## src/design/axr3_pkg.sv

```systemverilog
// Shared types, widths and constants for the 3D axis rotation block.
// Holds the CORDIC arctangent table and the job word carried from front to back.
// No dependencies.
package axr3_pkg;

  // Field widths
  localparam int COMP_W  = 24;
  localparam int ANGLE_W = 16;

  // CORDIC datapath: Q1.30 values in 32-bit signed words
  localparam int CW      = 32;
  localparam int FRAC    = 30;
  localparam int STEPS   = 30;

  // Product and rounding widths
  localparam int PROD_W  = COMP_W + CW;
  localparam int RND_W   = PROD_W + 2;
  localparam int RES_W   = RND_W - FRAC;

  // Queue between front and back
  localparam int QDEPTH  = 4;
  localparam int QAW     = $clog2(QDEPTH);
  localparam int QCNT_W  = $clog2(QDEPTH + 1);

  typedef logic signed [COMP_W-1:0] comp_t;
  typedef logic signed [CW-1:0]     cq_t;
  typedef logic signed [PROD_W-1:0] prod_t;
  typedef logic signed [RND_W-1:0]  rnd_t;
  typedef logic signed [RES_W-1:0]  res_t;

  // Axis selector codes
  typedef enum logic [1:0] {
    AXIS_X    = 2'd0,
    AXIS_Y    = 2'd1,
    AXIS_Z    = 2'd2,
    AXIS_NONE = 2'd3
  } axis_t;

  // Gain-compensated start value, round(K * 2^30)
  localparam cq_t CORDIC_K = 32'sd652032874;

  localparam comp_t COMP_MAX = {1'b0, {(COMP_W-1){1'b1}}};
  localparam comp_t COMP_MIN = {1'b1, {(COMP_W-1){1'b0}}};
  localparam res_t  RES_MAX  = res_t'(COMP_MAX);
  localparam res_t  RES_MIN  = res_t'(COMP_MIN);
  localparam rnd_t  RND_HALF = rnd_t'(1) <<< (FRAC - 1);

  // Classified work word: the rotated pair (p, q), the axis component and the angle split
  typedef struct packed {
    axis_t       axis;
    logic        rot;
    comp_t       p;
    comp_t       q;
    comp_t       keep;
    logic [1:0]  quad;
    logic [29:0] resid;
  } job_t;

  // atan(2^-i) as a 32-bit fraction of a full turn
  function automatic cq_t atan_turn(input int unsigned i);
    cq_t v;
    case (i)
      0:       v = 32'sh20000000;
      1:       v = 32'sh12E4051E;
      2:       v = 32'sh09FB385B;
      3:       v = 32'sh051111D4;
      4:       v = 32'sh028B0D43;
      5:       v = 32'sh0145D7E1;
      6:       v = 32'sh00A2F61E;
      7:       v = 32'sh00517C55;
      8:       v = 32'sh0028BE53;
      9:       v = 32'sh00145F2F;
      10:      v = 32'sh000A2F98;
      11:      v = 32'sh000517CC;
      12:      v = 32'sh00028BE6;
      13:      v = 32'sh000145F3;
      14:      v = 32'sh0000A2FA;
      15:      v = 32'sh0000517D;
      16:      v = 32'sh000028BE;
      17:      v = 32'sh0000145F;
      18:      v = 32'sh00000A30;
      19:      v = 32'sh00000518;
      20:      v = 32'sh0000028C;
      21:      v = 32'sh00000146;
      22:      v = 32'sh000000A3;
      23:      v = 32'sh00000051;
      24:      v = 32'sh00000029;
      25:      v = 32'sh00000014;
      26:      v = 32'sh0000000A;
      27:      v = 32'sh00000005;
      28:      v = 32'sh00000003;
      29:      v = 32'sh00000001;
      default: v = '0;
    endcase
    return v;
  endfunction

endpackage

```

## src/design/axr3_queue.sv

```systemverilog
// Short job queue between the front end and the CORDIC back end.
// Depends on axr3_pkg.
module axr3_queue (
  input  logic           clk,
  input  logic           rst,
  input  logic           push,
  input  axr3_pkg::job_t push_job,
  input  logic           pop,
  output logic           full,
  output logic           nonempty,
  output axr3_pkg::job_t head_job
);

  axr3_pkg::job_t                  slots [0:axr3_pkg::QDEPTH-1];
  logic [axr3_pkg::QAW-1:0]        wr_ptr;
  logic [axr3_pkg::QAW-1:0]        rd_ptr;
  logic [axr3_pkg::QCNT_W-1:0]     count;

  assign full     = (count == axr3_pkg::QCNT_W'(axr3_pkg::QDEPTH));
  assign nonempty = (count != '0);
  assign head_job = slots[rd_ptr];

  // Store the incoming job
  always_ff @(posedge clk) begin
    if (push) begin
      slots[wr_ptr] <= push_job;
    end
  end

  // Advance pointers and track occupancy
  always_ff @(posedge clk) begin
    if (rst) begin
      wr_ptr <= '0;
      rd_ptr <= '0;
      count  <= '0;
    end else begin
      if (push) begin
        wr_ptr <= (wr_ptr == axr3_pkg::QAW'(axr3_pkg::QDEPTH - 1)) ? '0 : wr_ptr + 1'b1;
      end
      if (pop) begin
        rd_ptr <= (rd_ptr == axr3_pkg::QAW'(axr3_pkg::QDEPTH - 1)) ? '0 : rd_ptr + 1'b1;
      end
      count <= count + axr3_pkg::QCNT_W'(push) - axr3_pkg::QCNT_W'(pop);
    end
  end

  a_count_bound: assert property (@(posedge clk) disable iff (rst)
    count <= axr3_pkg::QCNT_W'(axr3_pkg::QDEPTH))
    else $error("queue count above depth");

  a_count_track: assert property (@(posedge clk) disable iff (rst)
    1'b1 |=> count == $past(count) + axr3_pkg::QCNT_W'($past(push))
                      - axr3_pkg::QCNT_W'($past(pop)))
    else $error("queue count out of step with push and pop");

  a_pop_nonempty: assert property (@(posedge clk) disable iff (rst)
    pop |-> count != '0)
    else $error("pop from empty queue");

  a_push_room: assert property (@(posedge clk) disable iff (rst)
    push |-> !full)
    else $error("push into full queue");

endmodule

```

## config.mk

```make
export PLATFORM = sky130hd
export DESIGN_NAME = axr3_queue
export DESIGN_NICKNAME = d
export VERILOG_FILES = /design/src/design/axr3_pkg.sv /design/src/design/axr3_queue.sv
export SDC_FILE = /design/constraint.sdc
export NUM_CORES = 1
export LEC_CHECK = 0
export ABC_CLOCK_PERIOD_IN_PS = 5600
export BUFFER_PORTS_ARGS = -buffer_cell sky130_fd_sc_hd__buf_2
export CORE_MARGIN = 3
export CORE_UTILIZATION = 45
export DETAILED_ROUTE_END_ITERATION = 8
export MAX_ROUTING_LAYER = met4
export SLEW_MARGIN = 30
export SYNTH_ARGS = -nofsm -noshare
export SYNTH_HDL_FRONTEND = slang
export SYNTH_SLANG_ARGS = --single-unit
```

## constraint.sdc

```tcl
create_clock -name clk -period 5.6 [get_ports clk]
set_input_delay 0.28 -clock clk [delete_from_list [all_inputs] [get_ports clk]]
set_output_delay 0.28 -clock clk [all_outputs]
set_load 0.01 [all_outputs]
```

==> impl_metrics.yaml <==
synth:
  synth_warnings: 0
  synth_top_area_cell: "edfxtp_1"
  synth_edf_count: 428
  synth.area.top_cells: "edfxtp_1 (81%), mux4_2 (15%), dfxtp_1 (1.1%)"
  synth_top_cells_by_count: "edfxtp_1 (428), mux4_2 (107), buf_2 (12)"
  synth_most_common_cell: "edfxtp_1"
  netlist_area_mm2: 0.0159
  synth_cells: 602
  synth_top_area_share: 0.810
  synth.distinct_cells: 20
  synth_seq_cells: 437
  async_reset_ff_frac: 0
  synth_area_per_cell_um2: 26.4
  synth-main-ff-cell: "edfxtp_1"
  yosysSeqAreaShare: 0.821
  syn-num-nets: 721
min_path:
  min-delay-start: "pop"
  holdPathStages: 3
  holdCritPathClass: "in2reg"
setup_path:
  cp_num_cells: 3
  crit_buf_inv: 2
  critPathKind: "reg2out"
  crit_path_max_fanout: 61
  slowest_stage: "dfxtp_4"
  crit_arrival_ns: 2.84
  crit_family: "flip-flops"
  reg2regPathDepth: 4
  cp-end-kind: "primary output"
  r2r_start: "wr_ptr[0]"
  critPathLaunchType: "flop"
  slowest_delay_ns: 0.97
  crit_required_ns: 5.32
  cp_cell_sequence: "buf_4, mux4_2, buf_2"
finish:
  fillCellCount: 2575
  area.growth.synth_to_final_pct: 25.7
  nNetsFinal: 1080
  drive_above_1_share: 0.405
clock_tree:
  cts_buffer_depth: 3
  htreeDepth: 2
  clkSlewWorstSetupHoldPaths_ns: 0.06
  cts.sinks: 437
  cts_root_buf: "clkbuf_16"
  clock_latency_ns: 0.54
  cts_buffers: 44
  cts_tree: "yes"
sta:
  worstMarginPinSlew_ns: 0.936
  finalMaxSlewViolations: 0
  finalHoldViolCount: 0
  slew_headroom: 0.376
  finalCritPeriodShare: 0.558
  whs_ns: 0.100
  rsz0062_at_grt: "false"
  setup_violations: 0
  fin_worst_skew_ns: 0.0129
  fin_crit_ns: 3.12
  fmax_ghz: 0.320
  totalNegativeSetupSlack_ns: 0
run:
  maxCapViolations: 0
power_and_ir_drop:
  sw_frac_of_total: 0.212
  clockPowerShare: 0.380
  p_leak_nw: 6.78
  p_int_w: 0.00563
  ir_worst_vdd_uv: 322
  p_sw_w: 0.00152
  combPwrFrac: 0.090
  powerDensity_mw_per_mm2: 358
  pwr-share-seq: 0.530
global_route:
  grt_pass1_vias: 8428
  grt.overflow.total: 0
  antenna_found_initial: 4
  grt_pass1_wl_um: 48600
  grt_max_degree: 62
  grt_util_all_layers: 0.171
routing:
  post-route-drc-count: 0
  wl_per_cell_um: 21.2
  drt_iter0_drc: 435
  ant_nets: 0
  dr_total_vias: 7497
  wl_um: 30800
  viasPerCell: 5.15
  drtPass1Iterations: 5
die:
  core_mm2: 0.0346
  io_pins: 220
  dieArea_mm2: 0.0376
  die_h_um: 194
  die_x_um: 194
  row_count: 68
  start_util: 0.458
placement:
  port-buffer-count: 219
  place_hpwl_um: 18600
  place_congestion: 0.705
status:
  status: "complete, no violations"
-- worst reg2reg max path, cell delays in order, from the launching register on --
cell	delay (ns)
dfxtp_1	0.35
inv_1	0.09
ha_1	0.15
and2_4	0.73
buf_4	0.77
-- cells by family (layout without fill, tap and decap cells) --
logic type	count (synthesis)	in the layout	share of synthesized area
flip-flops	437	437	0.821
multiplexers	109	109	0.153
buffers and inverters	30	424	0.0113
AND/OR/NAND/NOR	15	15	0.00575
adder cells (fa/ha/maj)	8	8	0.00678
AO/OA/AOI/OAI	2	2	0.000631
XOR/XNOR	1	1	0.00150
other	0	4	0
-- stage by stage --
| step | util | std cells | worst slack (ns) | power [W] | cell area, um2 |
|---|---|---|---|---|---|
| 2_1_floorplan | - | 602 | 2.12 | 0.00419 | 15900 |
| 3_3_place_gp | 0.504 | 1260 | 2.95 | 0.00442 | 17500 |
| 3_5_place_dp | 0.505 | 1261 | 2.90 | 0.00445 | 17500 |
| 4_1_cts | 0.575 | 1450 | 2.33 | 0.00723 | 19900 |
| 5_1_grt | 0.576 | 1455 | 2.28 | 0.00742 | 20000 |
| 6_report | 0.576 | 1455 | 2.48 | 0.00714 | 20000 |
-- cell usage in the layout, fill, tap and decap left out --
cell             n
a21oi_1          2
and2_4           4
and3_1           1
buf_16           2
buf_2          219
buf_4            8
bufinv_16        2
clkbuf_1        12
clkbuf_16       45
clkinv_1        10
clkinv_2         7
clkinvlp_4       2
dfxtp_1          7
dfxtp_4          2
diode_2          4
dlygate4sd3_1  108
edfxtp_1       428
fa_1             1
ha_1             7
inv_1            6
inv_6            3
mux2i_1          2
mux4_2         107
nand2b_1         2
nor2_1           3
nor2b_1          2
or3_1            1
or3b_2           2
xor3_1           1
-- cell type report --
class / count / area [um2] / area share
diodes: 4 / 10.0 / 0.000502
clock buffers: 57 / 1170 / 0.0587
clock inverters: 24 / 174 / 0.00872
inverters: 6 / 22.5 / 0.00113
multi-input cells: 135 / 2670 / 0.134
flip-flops and latches: 437 / 13000 / 0.654
well taps: 455 / 569 / 0.0285
repair buffers: 337 / 2290 / 0.115
-- what timing repair did --
action                    CTS  global route
buffers inserted            0             0
resized for setup           0             0
hold endpoints to repair  437             0
hold buffers              108             0
-- power by group through the flow --
stage,sequential [W],clock (W),combinational (W)
finish,0.00378,0.00272,0.000641
detailed placement,0.00387,0,0.000582
CTS,0.00380,0.00279,0.000647
global placement,0.00385,0,0.000567
global route,0.00380,0.00293,0.000699
floorplan,0.00384,0,0.000354
-- path summary, 6_finish.rpt --
| path | slack (ns) | end |
|---|---|---|
| max | 2.48 | head_job[69] |
| min | 0.1 | rd_ptr[1] |
| min reg2reg | 0.51 | flop |
| max reg2reg | 3.09 | slots[0][66] |
-- sequential cells by signal (all words and copies together) (netlist names), named ones only --
register,cells
rd_ptr,2
count,3
wr_ptr,2
slots,428
-- metal layers --
metal  global-route usage  part of all wire  up-vias
li1                     -                 -     3321
met1                0.225              0.43     3938
met2                0.273              0.49      196
met3               0.0419             0.059       42
met4               0.0428             0.017        0
met5                    -                 0        -
No activity file was read; power rests on OpenSTA's default activity.
