==> config.mk <==
export PLATFORM = sky130hd
export DESIGN_NAME = axr3_front_flat
export DESIGN_NICKNAME = d
export VERILOG_FILES = /design/src/design/axr3_pkg.sv /design/src/design/axr3_if.sv /design/src/design/axr3_front.sv /design/src/flat_wrapper.sv
export SDC_FILE = /design/constraint.sdc
export NUM_CORES = 1
export LEC_CHECK = 0
export BUFFER_PORTS_ARGS = -buffer_cell sky130_fd_sc_hd__buf_2
export CAP_MARGIN = 10
export CORE_AREA = 2 2 79 81
export DETAILED_ROUTE_END_ITERATION = 6
export DIE_AREA = 0 0 81 83
export GPL_ROUTABILITY_DRIVEN = 1
export GPL_TIMING_DRIVEN = 0
export PLACE_DENSITY = 0.78
export RECOVER_POWER = 50
export SETUP_SLACK_MARGIN = 0.05
export SLEW_MARGIN = 20
export SYNTH_ARGS = -nofsm -noshare
export SYNTH_HDL_FRONTEND = slang
export SYNTH_SLANG_ARGS = --single-unit
==> constraint.sdc <==
create_clock -name vclk -period 0.9
set_clock_uncertainty 0.2 [all_clocks]
set_input_delay 0.09 -clock vclk [all_inputs]
set_output_delay 0.09 -clock vclk [all_outputs]
set_load 0.05 [all_outputs]
==> src/design/axr3_pkg.sv <==
// Shared types, widths and constants for the 3D axis rotation block.
// Holds the CORDIC arctangent table and the job word carried from front to back.
// No dependencies.
package axr3_pkg;

  // Field widths
  localparam int COMP_W  = 24;
  localparam int ANGLE_W = 16;

  // CORDIC datapath: Q1.30 values in 32-bit signed words
  localparam int CW      = 32;
  localparam int FRAC    = 30;
  localparam int STEPS   = 30;

  // Product and rounding widths
  localparam int PROD_W  = COMP_W + CW;
  localparam int RND_W   = PROD_W + 2;
  localparam int RES_W   = RND_W - FRAC;

  // Queue between front and back
  localparam int QDEPTH  = 4;
  localparam int QAW     = $clog2(QDEPTH);
  localparam int QCNT_W  = $clog2(QDEPTH + 1);

  typedef logic signed [COMP_W-1:0] comp_t;
  typedef logic signed [CW-1:0]     cq_t;
  typedef logic signed [PROD_W-1:0] prod_t;
  typedef logic signed [RND_W-1:0]  rnd_t;
  typedef logic signed [RES_W-1:0]  res_t;

  // Axis selector codes
  typedef enum logic [1:0] {
    AXIS_X    = 2'd0,
    AXIS_Y    = 2'd1,
    AXIS_Z    = 2'd2,
    AXIS_NONE = 2'd3
  } axis_t;

  // Gain-compensated start value, round(K * 2^30)
  localparam cq_t CORDIC_K = 32'sd652032874;

  localparam comp_t COMP_MAX = {1'b0, {(COMP_W-1){1'b1}}};
  localparam comp_t COMP_MIN = {1'b1, {(COMP_W-1){1'b0}}};
  localparam res_t  RES_MAX  = res_t'(COMP_MAX);
  localparam res_t  RES_MIN  = res_t'(COMP_MIN);
  localparam rnd_t  RND_HALF = rnd_t'(1) <<< (FRAC - 1);

  // Classified work word: the rotated pair (p, q), the axis component and the angle split
  typedef struct packed {
    axis_t       axis;
    logic        rot;
    comp_t       p;
    comp_t       q;
    comp_t       keep;
    logic [1:0]  quad;
    logic [29:0] resid;
  } job_t;

  // atan(2^-i) as a 32-bit fraction of a full turn
  function automatic cq_t atan_turn(input int unsigned i);
    cq_t v;
    case (i)
      0:       v = 32'sh20000000;
      1:       v = 32'sh12E4051E;
      2:       v = 32'sh09FB385B;
      3:       v = 32'sh051111D4;
      4:       v = 32'sh028B0D43;
      5:       v = 32'sh0145D7E1;
      6:       v = 32'sh00A2F61E;
      7:       v = 32'sh00517C55;
      8:       v = 32'sh0028BE53;
      9:       v = 32'sh00145F2F;
      10:      v = 32'sh000A2F98;
      11:      v = 32'sh000517CC;
      12:      v = 32'sh00028BE6;
      13:      v = 32'sh000145F3;
      14:      v = 32'sh0000A2FA;
      15:      v = 32'sh0000517D;
      16:      v = 32'sh000028BE;
      17:      v = 32'sh0000145F;
      18:      v = 32'sh00000A30;
      19:      v = 32'sh00000518;
      20:      v = 32'sh0000028C;
      21:      v = 32'sh00000146;
      22:      v = 32'sh000000A3;
      23:      v = 32'sh00000051;
      24:      v = 32'sh00000029;
      25:      v = 32'sh00000014;
      26:      v = 32'sh0000000A;
      27:      v = 32'sh00000005;
      28:      v = 32'sh00000003;
      29:      v = 32'sh00000001;
      default: v = '0;
    endcase
    return v;
  endfunction

endpackage

==> src/design/axr3_if.sv <==
// Valid/ready channel interfaces for the rotation block: request words and result words.
// Depends on axr3_pkg for field widths.
interface axr3_in_if;
  logic                               valid;
  logic                               ready;
  logic [1:0]                         cmd;
  logic signed [axr3_pkg::COMP_W-1:0] vx;
  logic signed [axr3_pkg::COMP_W-1:0] vy;
  logic signed [axr3_pkg::COMP_W-1:0] vz;
  logic [axr3_pkg::ANGLE_W-1:0]       angle;

  modport source (output valid, cmd, vx, vy, vz, angle, input ready);
  modport sink   (input valid, cmd, vx, vy, vz, angle, output ready);
endinterface


==> src/design/axr3_front.sv <==
// Front end: accepts request words and sorts each into a rotation job.
// Depends on axr3_pkg and axr3_in_if.
module axr3_front (
  axr3_in_if.sink          item,
  input  logic             full,
  output logic             push,
  output axr3_pkg::job_t   job
);

  axr3_pkg::axis_t axis;
  logic [31:0]     turn;

  // Take a word whenever the queue has room
  assign item.ready = !full;
  assign push       = item.valid && !full;

  // Left-align the angle to a 32-bit turn fraction
  assign turn = 32'(item.angle) << (32 - axr3_pkg::ANGLE_W);
  assign axis = axr3_pkg::axis_t'(item.cmd);

  // Pick the rotated pair and the component along the axis
  always_comb begin
    job.axis  = axis;
    job.rot   = (axis != axr3_pkg::AXIS_NONE);
    job.quad  = turn[31:30];
    job.resid = turn[29:0];
    unique case (axis) inside
      axr3_pkg::AXIS_X: begin
        job.p    = item.vy;
        job.q    = item.vz;
        job.keep = item.vx;
      end
      axr3_pkg::AXIS_Y: begin
        job.p    = item.vz;
        job.q    = item.vx;
        job.keep = item.vy;
      end
      axr3_pkg::AXIS_Z, axr3_pkg::AXIS_NONE: begin
        job.p    = item.vx;
        job.q    = item.vy;
        job.keep = item.vz;
      end
      default: begin
        job.p    = item.vx;
        job.q    = item.vy;
        job.keep = item.vz;
      end
    endcase
  end

endmodule

==> src/flat_wrapper.sv <==
// flat-port wrapper written by rule: the top's interface ports become plain ports
module axr3_front_flat 
  (full, push, job, item_valid, item_cmd, item_vx, item_vy, item_vz, item_angle, item_ready);
  axr3_in_if item_i ();
  input  logic full;
  output logic push;
  output axr3_pkg::job_t job;
  input wire logic [$bits(item_i.valid)-1:0] item_valid;
  input wire logic [$bits(item_i.cmd)-1:0] item_cmd;
  input wire logic [$bits(item_i.vx)-1:0] item_vx;
  input wire logic [$bits(item_i.vy)-1:0] item_vy;
  input wire logic [$bits(item_i.vz)-1:0] item_vz;
  input wire logic [$bits(item_i.angle)-1:0] item_angle;
  output wire logic [$bits(item_i.ready)-1:0] item_ready;
  assign item_i.valid = item_valid;
  assign item_i.cmd = item_cmd;
  assign item_i.vx = item_vx;
  assign item_i.vy = item_vy;
  assign item_i.vz = item_vz;
  assign item_i.angle = item_angle;
  assign item_ready = item_i.ready;
  axr3_front u_core (.item(item_i), .full(full), .push(push), .job(job));
endmodule
==> run_results.csv, run 1 <==
group,metric,value,unit
status,status,"complete, but fails checks",
status,violations,"setup timing",
finish,n_antenna_cell,0,
route,via_count,2875,
timing,holdWs,283,ps
timing,setup_slack,-322,ps
die,io_pins,201,
finish,nFlopsAndLatches,0,
global_route,grt_pass1_wl,13700,um
global_route,grt-ovfl-total,0,
timing,finalHoldViolations,0,
global_route,grt_util_all_layers,24.9,%
worst_setup_path,critPathRequiredTime,610,ps
power_and_ir_drop,power_frac_seq,0,%
power_and_ir_drop,power,3.74,mW
yosys,synth_area,1860,sq um
power_and_ir_drop,internal_power,1.44,mW
finish,final_area,4100,sq um
timing,fin_crit,1220,ps
placement,hpwl,6210,um
job,cap_viol_max_count,0,
placement,numPortBuffers,167,
placement,postPlaceCellArea,2970,sq um
die,start_util,31.9,%
route,dr.pass1.iters,5,
yosys,ys_types,11,
route,vias_per_cell,5.21,
timing,drv_slew,0,
global_route,antenna_found_initial,0,
worst_setup_path,worstSetupEndpointType,"output port",
power_and_ir_drop,max-vdd-ir-drop,0.823,mV
worst_hold_path,hold_class,"input port to output port",
finish,seq_area,0,sq um
die,die_x,81,um
die,dieArea,6720,sq um
power_and_ir_drop,p_leak,2.13,nW
placement,dp.cells,535,
worst_setup_path,path_cells,"buf_16 -> buf_12 -> mux2i_1 -> o21ai_1 -> buf_6",
die,dieHeight,83,um
power_and_ir_drop,p_switching,2.30,mW
die,num_rows,28,
yosys,ys_warn_count,0,
route,wirelength,9760,um
worst_setup_path,worstPathArrival,930,ps
timing,period_share,136,%
worst_setup_path,start_kind,"input port",
route,antenna_left,0,
placement,post-place-ws,-617,ps
yosys,syn_inst,278,
power_and_ir_drop,combPwrFrac,100.0,%
power_and_ir_drop,p_sw_share,61.6,%
route,drc,0,
finish,area_growth,120,%
worst_setup_path,critical_path_buf_inv_count,3,
finish,clock_buffer_count,0,
timing,rsz0062_at_grt,"yes",
power_and_ir_drop,powerDensity,913,nW/um^2
yosys,synth_seq_area_share,0,%
yosys,avgSynthCellArea,6.68,sq um
route,drt_iter0_drc,162,
timing,max_clock_freq,818,MHz
worst_setup_path,cpPeakStageDelay,220,ps
global_route,grt_max_degree,12,
worst_setup_path,slowest_stage,"o21ai_1",
global_route,first_global_vias,2856,
cts,cts_hold_buf,0,
power_and_ir_drop,clock_power_share,0,%
timing,finalSetupViolations,73,
worst_setup_path,worstSetupPathType,"input port to output port",
finish,drive_above_1_share,62.1,%
worst_setup_path,path_max_fanout,10,
die,core_area,5820,sq um
route,wl_per_cell,17.7,um
finish,fin_cells,552,
placement,gp_congestion,0.817,
worst_setup_path,critPathTopFamily,"buffers and inverters",
finish,fin_nets,571,
==> path summary, 6_finish.rpt <==
kind / start / end / slack (ps) / cells after the start
max: item_cmd[0] / job[79] / -320 / 5
min: item_angle[1] / job[17] / 280 / 2
==> placed cells by master (no fill, tap or decap), drive strengths merged <==
| cell | instances |
|---|---|
| mux2i | 72 |
| buf | 217 |
| inv | 1 |
| conb | 16 |
| nand2 | 73 |
| o21ai | 72 |
| clkbuf | 25 |
| nor2b | 1 |
==> Yosys cell counts <==
library cell / instances / area share [%]
conb_1: 1 / 0.20
buf_12: 8 / 8.6
inv_1: 1 / 0.20
nor2b_1: 1 / 0.34
mux2i_1: 72 / 39
buf_2: 5 / 1.3
buf_4: 36 / 15
o21ai_0: 3 / 0.81
nand2_1: 73 / 15
clkbuf_1: 9 / 1.8
o21ai_1: 69 / 19
==> through the flow <==
stage / setup TNS [ps] / utilization (%)
after floorplan: -36520 / -
after global placement: -38720 / 51.1
after detailed placement: -39710 / 51.1
after CTS: -16190 / 66.2
after global routing: -18640 / 70.4
final: -16950 / 70.4
==> cell families (layout without fill, tap and decap cells) <==
family	count (synthesis)	count (layout)	synth area share, %
multiplexers	72	72	38.8
AND/OR/NAND/NOR	74	74	15.1
buffers and inverters	59	243	26.5
other	1	16	0.202
AO/OA/AOI/OAI	72	72	19.4
==> power groups by stage <==
stage / logic, mW / clock network (mW) / registers, mW
2_1_floorplan: 2.20 / 0 / 0
3_3_place_gp: 2.85 / 0 / 0
3_5_place_dp: 2.89 / 0 / 0
4_1_cts: 3.55 / 0 / 0
5_1_grt: 3.87 / 0 / 0
6_report: 3.74 / 0 / 0
==> repair_timing <==
action	4_1_cts	5_1_grt
resized for setup	208	30
endpoints found under the setup margin	73	74
cloned	7	5
buffers inserted	4	1
pin swaps	6	8
==> final cells by class <==
cell class | count | area [sq um]
buffer | 58 | 617
tap | 75 | 93.8
inverter | 1 | 3.75
multi-input combinational | 234 | 1710
fill | 426 | 1720
timing repair buffer | 184 | 1670
==> layer usage <==
layer  up-vias  global-route usage (%)  wire length, um
li1       1322                       -                -
met1      1351                    26.7             3700
met2       192                    51.5             5220
met3        10                    2.07              746
met4         0                    3.54               95
met5         -                       0                0
No activity file was read; power rests on OpenSTA's default activity.
==> run 2: changes to the inputs <==
--- a/config.mk
+++ b/config.mk
@@ -11,10 +11,10 @@
 export DETAILED_ROUTE_END_ITERATION = 6
 export DIE_AREA = 0 0 81 83
 export GPL_ROUTABILITY_DRIVEN = 1
-export GPL_TIMING_DRIVEN = 0
 export PLACE_DENSITY = 0.78
 export RECOVER_POWER = 50
 export SETUP_SLACK_MARGIN = 0.05
+export SKIP_LAST_GASP = 1
 export SLEW_MARGIN = 20
 export SYNTH_ARGS = -nofsm -noshare
 export SYNTH_HDL_FRONTEND = slang
==> run 2 against run 1 <==
Net effect:
- the flow finishes with violations (hold timing, setup timing)
- die area unchanged
- cell area down 9.9%
- critical path depth unchanged
- routed wire length down 26%
- flip-flop and latch count unchanged
- combinational power down 10%
- power down 10%
- via count down 14%
- hold slack worse by 300 ps
==> run_results.csv, run 2 (synthesis results as in run 1) <==
group,metric,value,unit
status,status,"complete, but fails checks",
status,violations,"hold timing, setup timing",
finish,final_cell_mix,"75 x buf_2, 75 x buf_6, 72 x nand2_1",
finish,drive_above_1_share,57.6,%
finish,seq_area,0,sq um
global_route,grt_util_all_layers,19.2,%
worst_setup_path,worstSetupEndpointType,"output port",
timing,finalSetupViolations,73,
route,dr.pass1.iters,4,
finish,n_antenna_cell,0,
timing,rsz0062_at_grt,"yes",
route,vias_per_cell,5.03,
die,io_pins,201,
finish,fill_cells,472,
worst_hold_path,hold_class,"input port to output port",
global_route,grt_max_degree,27,
placement,postPlaceCellArea,2570,sq um
timing,drv_slew,0,
worst_setup_path,path_max_fanout,4,
die,start_util,31.9,%
power_and_ir_drop,powerDensity,911,nW/um^2
route,antenna_left,0,
placement,numPortBuffers,153,
worst_setup_path,critPathRequiredTime,610,ps
power_and_ir_drop,p_leak,1.83,nW
finish,nFlopsAndLatches,0,
die,dieArea,6720,sq um
route,wl_per_cell,14.8,um
finish,fin_nets,511,
timing,holdWs,-20.0,ps
global_route,grt-ovfl-total,0,
finish,clock_buffer_count,0,
die,num_rows,28,
placement,gp_congestion,0.764,
route,wirelength,7260,um
timing,max_clock_freq,860,MHz
die,core_area,5820,sq um
timing,setup_slack,-263,ps
timing,period_share,129,%
finish,final_area,3690,sq um
job,cap_viol_max_count,0,
route,drc,0,
die,die_x,81,um
global_route,antenna_found_initial,0,
placement,hpwl,4550,um
global_route,grt_pass1_wl,10900,um
timing,setup_tns,-15470,ps
power_and_ir_drop,max-vdd-ir-drop,0.687,mV
die,dieHeight,83,um
route,via_count,2474,
finish,area_growth,98.7,%
worst_setup_path,start_kind,"input port",
placement,post-place-ws,-453,ps
worst_hold_path,whs_path_depth,0,
finish,multi_input_area,1750,sq um
timing,fin_crit,1160,ps
global_route,first_global_vias,2393,
worst_setup_path,worstSetupPathType,"input port to output port",
route,drt_iter0_drc,45,
timing,finalHoldViolations,16,
worst_setup_path,worstPathArrival,870,ps
==> run 2: cell types whose count changed in the layout (fill, tap and decap cells not counted), moves of 5 or more <==
cell / before / now
buf_2: 83 / 75
buf_4: 37 / 6
clkbuf_2: 10 / 0
clkbuf_4: 9 / 1
o21ai_1: 40 / 35
==> run 2: what timing repair did <==
action                                  4_1_cts  5_1_grt
endpoints found under the setup margin       75       74
cloned                                       10        2
endpoints found under the hold margin        16       16
gates resized for setup                     199       31
pin swaps                                     4        6
setup buffers                                 1        1
==> run 2: report_power, final <==
group / leakage [nW] / internal (mW) / total [mW] / switching (mW)
logic: 1.83 / 1.29 / 3.36 / 2.07
clock network: 0 / 0 / 0 / 0
registers: 0 / 0 / 0 / 0
total: 1.83 / 1.29 / 3.36 / 2.07
==> run 2: worst max-delay path, stage by stage <==
cell and delay (ps):
clkbuf_16 150, buf_16 130, mux2i_1 110, o21ai_1 190, buf_6 190
==> run 2: metrics by stage <==
step / hold WS [ps] / utilization [%] / instances / power, mW
3_5_place_dp: -19.7 / 44.3 / 478 / 2.52
2_1_floorplan: 75.2 / - / 293 / 2.20
6_report: -20.0 / 63.5 / 492 / 3.36
5_1_grt: -19.9 / 63.5 / 492 / 3.51
4_1_cts: -19.7 / 60.5 / 489 / 3.22
3_3_place_gp: -19.7 / 44.3 / 478 / 2.49
==> run 2: metal layers <==
layer	wire, um	vias to the layer above	global-route usage, %
met5	0	-	0
li1	-	1200	-
met4	74	0	2.16
met2	3880	111	37.6
met3	536	10	2.39
met1	2770	1153	21.9
==> run 2: area by class of cell <==
class	count	share of cell area (%)
Tap cell	75	2.54
Timing Repair Buffer	182	49.8
Multi-Input combinational cell	234	47.5
Inverter	1	0.102
==> run 2: path summary, 6_finish.rpt <==
check / startpoint / endpoint / slack (ps)
hold / removal: item_angle[4] / job[20] / -20
setup / recovery: item_cmd[0] / job[49] / -260
==> run 3: changes to the inputs <==
--- a/config.mk
+++ b/config.mk
@@ -13,7 +13,6 @@
 export GPL_ROUTABILITY_DRIVEN = 1
 export PLACE_DENSITY = 0.78
 export RECOVER_POWER = 50
-export SETUP_SLACK_MARGIN = 0.05
 export SKIP_LAST_GASP = 1
 export SLEW_MARGIN = 20
 export SYNTH_ARGS = -nofsm -noshare
==> run 3 against run 2 <==
Net effect:
- routed wire length shrank 0.73%
- largest power group unchanged
- first-iteration DRC count decreased by 2.2%
- via count rose by 0.81%
- the run still ends with hold timing, setup timing left
- count of clock-buffer cells in the layout stayed put
- non-clock buffer count shrank 1
- hold slack stayed put
- critical path type unchanged
- combinational power hardly changed
- cell count is 0.20% lower
- flip-flop and latch count stayed put
- power decreased by 0.33%
==> run_results.csv, run 3 (synthesis results as in run 1) <==
group,metric,value,unit
route,antenna_left,0,
worst_setup_path,path_max_fanout,5,
die,dieHeight,83,um
worst_setup_path,critical_path_buf_inv_count,3,
timing,rsz0062_at_grt,"yes",
placement,postPlaceCellArea,2570,sq um
worst_setup_path,critPathTopFamily,"buffers and inverters",
power_and_ir_drop,powerDensity,913,nW/um^2
placement,numPortBuffers,153,
status,status,"complete, but fails checks",
status,violations,"hold timing, setup timing",
finish,clock_buffer_count,0,
worst_setup_path,cp.depth,5,
finish,final_common_cell,"buf_2",
die,start_util,31.9,%
worst_setup_path,cpPeakStageDelay,190,ps
timing,setup_slack,-261,ps
job,cap_viol_max_count,0,
worst_setup_path,worstPathArrival,870,ps
die,die_x,81,um
timing,period_share,129,%
finish,nFlopsAndLatches,0,
finish,fill_cells,471,
timing,finalSetupViolations,73,
route,drt_iter0_drc,44,
finish,fin_cells,491,
route,vias_per_cell,5.08,
route,drc,0,
finish,final_area,3670,sq um
worst_setup_path,worstSetupEndpointType,"output port",
die,dieArea,6720,sq um
finish,seq_area,0,sq um
global_route,grt-ovfl-total,0,
global_route,grt_max_degree,27,
placement,gp_congestion,0.764,
worst_setup_path,start_kind,"input port",
route,wirelength,7210,um
route,via_count,2494,
timing,drv_slew,0,
global_route,first_global_vias,2383,
timing,max_clock_freq,861,MHz
worst_setup_path,critPathRequiredTime,610,ps
global_route,grt_pass1_wl,11000,um
global_route,grt_util_all_layers,19.2,%
power_and_ir_drop,p_leak,1.82,nW
timing,finalHoldViolations,16,
timing,setup_tns,-15280,ps
finish,n_antenna_cell,0,
worst_setup_path,crit_start,"item_cmd[0]",
die,io_pins,201,
global_route,antenna_found_initial,0,
route,dr.pass1.iters,4,
power_and_ir_drop,max-vdd-ir-drop,0.728,mV
route,wl_per_cell,14.7,um
worst_hold_path,hold_class,"input port to output port",
timing,holdWs,-20.0,ps
worst_setup_path,crit_end,"job[36]",
worst_setup_path,path_cells,"clkbuf_16 -> buf_16 -> mux2i_1 -> o21ai_1 -> buf_6",
finish,final_cell_mix,"76 x buf_2, 73 x buf_6, 72 x nand2_1",
finish,area_growth,97.6,%
worst_setup_path,slowest_stage,"buf_6",
die,core_area,5820,sq um
placement,hpwl,4550,um
finish,fin_nets,510,
timing,fin_crit,1160,ps
finish,drive_above_1_share,58.2,%
placement,dp.cells,478,
die,num_rows,28,
worst_setup_path,worstSetupPathType,"input port to output port",
power_and_ir_drop,power,3.35,mW
run 3: changes by cell type in the layout (fill, tap and decap cells not counted), sizes merged:
| cell | change |
|---|---|
| clkbuf | -1 |
run 3: cell type report:
class	count	area [sq um]	share of cell area, %
repair buffers	181	1810	49.3
multi-input cells	234	1770	48.1
well taps	75	93.8	2.56
inverters	1	3.75	0.102
run 3: repair_timing:
action                     CTS  global route
resized for setup          196            31
cloned                      10             2
pin swaps                    4             5
setup endpoints to repair   75            73
buffers inserted             1             1
hold endpoints to repair    16            16
run 3: metrics by stage:
step	hold WS, ps	setup slack, ps	utilization, %
2_1_floorplan	75.2	-583	-
3_3_place_gp	-19.7	-436	44.3
3_5_place_dp	-19.7	-453	44.3
4_1_cts	-19.7	-284	60.3
5_1_grt	-19.9	-286	63.1
6_report	-20.0	-261	63.1
run 3: worst min-delay path by stage:
stage	from	to	slack, ps	cells past startpoint
finish	item_angle[4]	job[20]	-20	0
global placement	item_angle[0]	job[16]	-20	0
floorplan	full	push	80	1
global route	item_angle[4]	job[20]	-20	0
detailed placement	item_angle[0]	job[16]	-20	0
CTS	item_angle[0]	job[16]	-20	0
run 3: per-layer routing:
layer	vias to the layer above	track usage (%)	wire [um]
met1	1167	22.0	2790
met5	-	0	0
met2	117	37.6	3760
met3	12	2.39	568
met4	0	2.16	94
li1	1198	-	-
run 3: report_power, final:
part	leakage (nW)	internal (mW)	switching (mW)
logic	1.82	1.28	2.07
clock network	0	0	0
registers	0	0	0
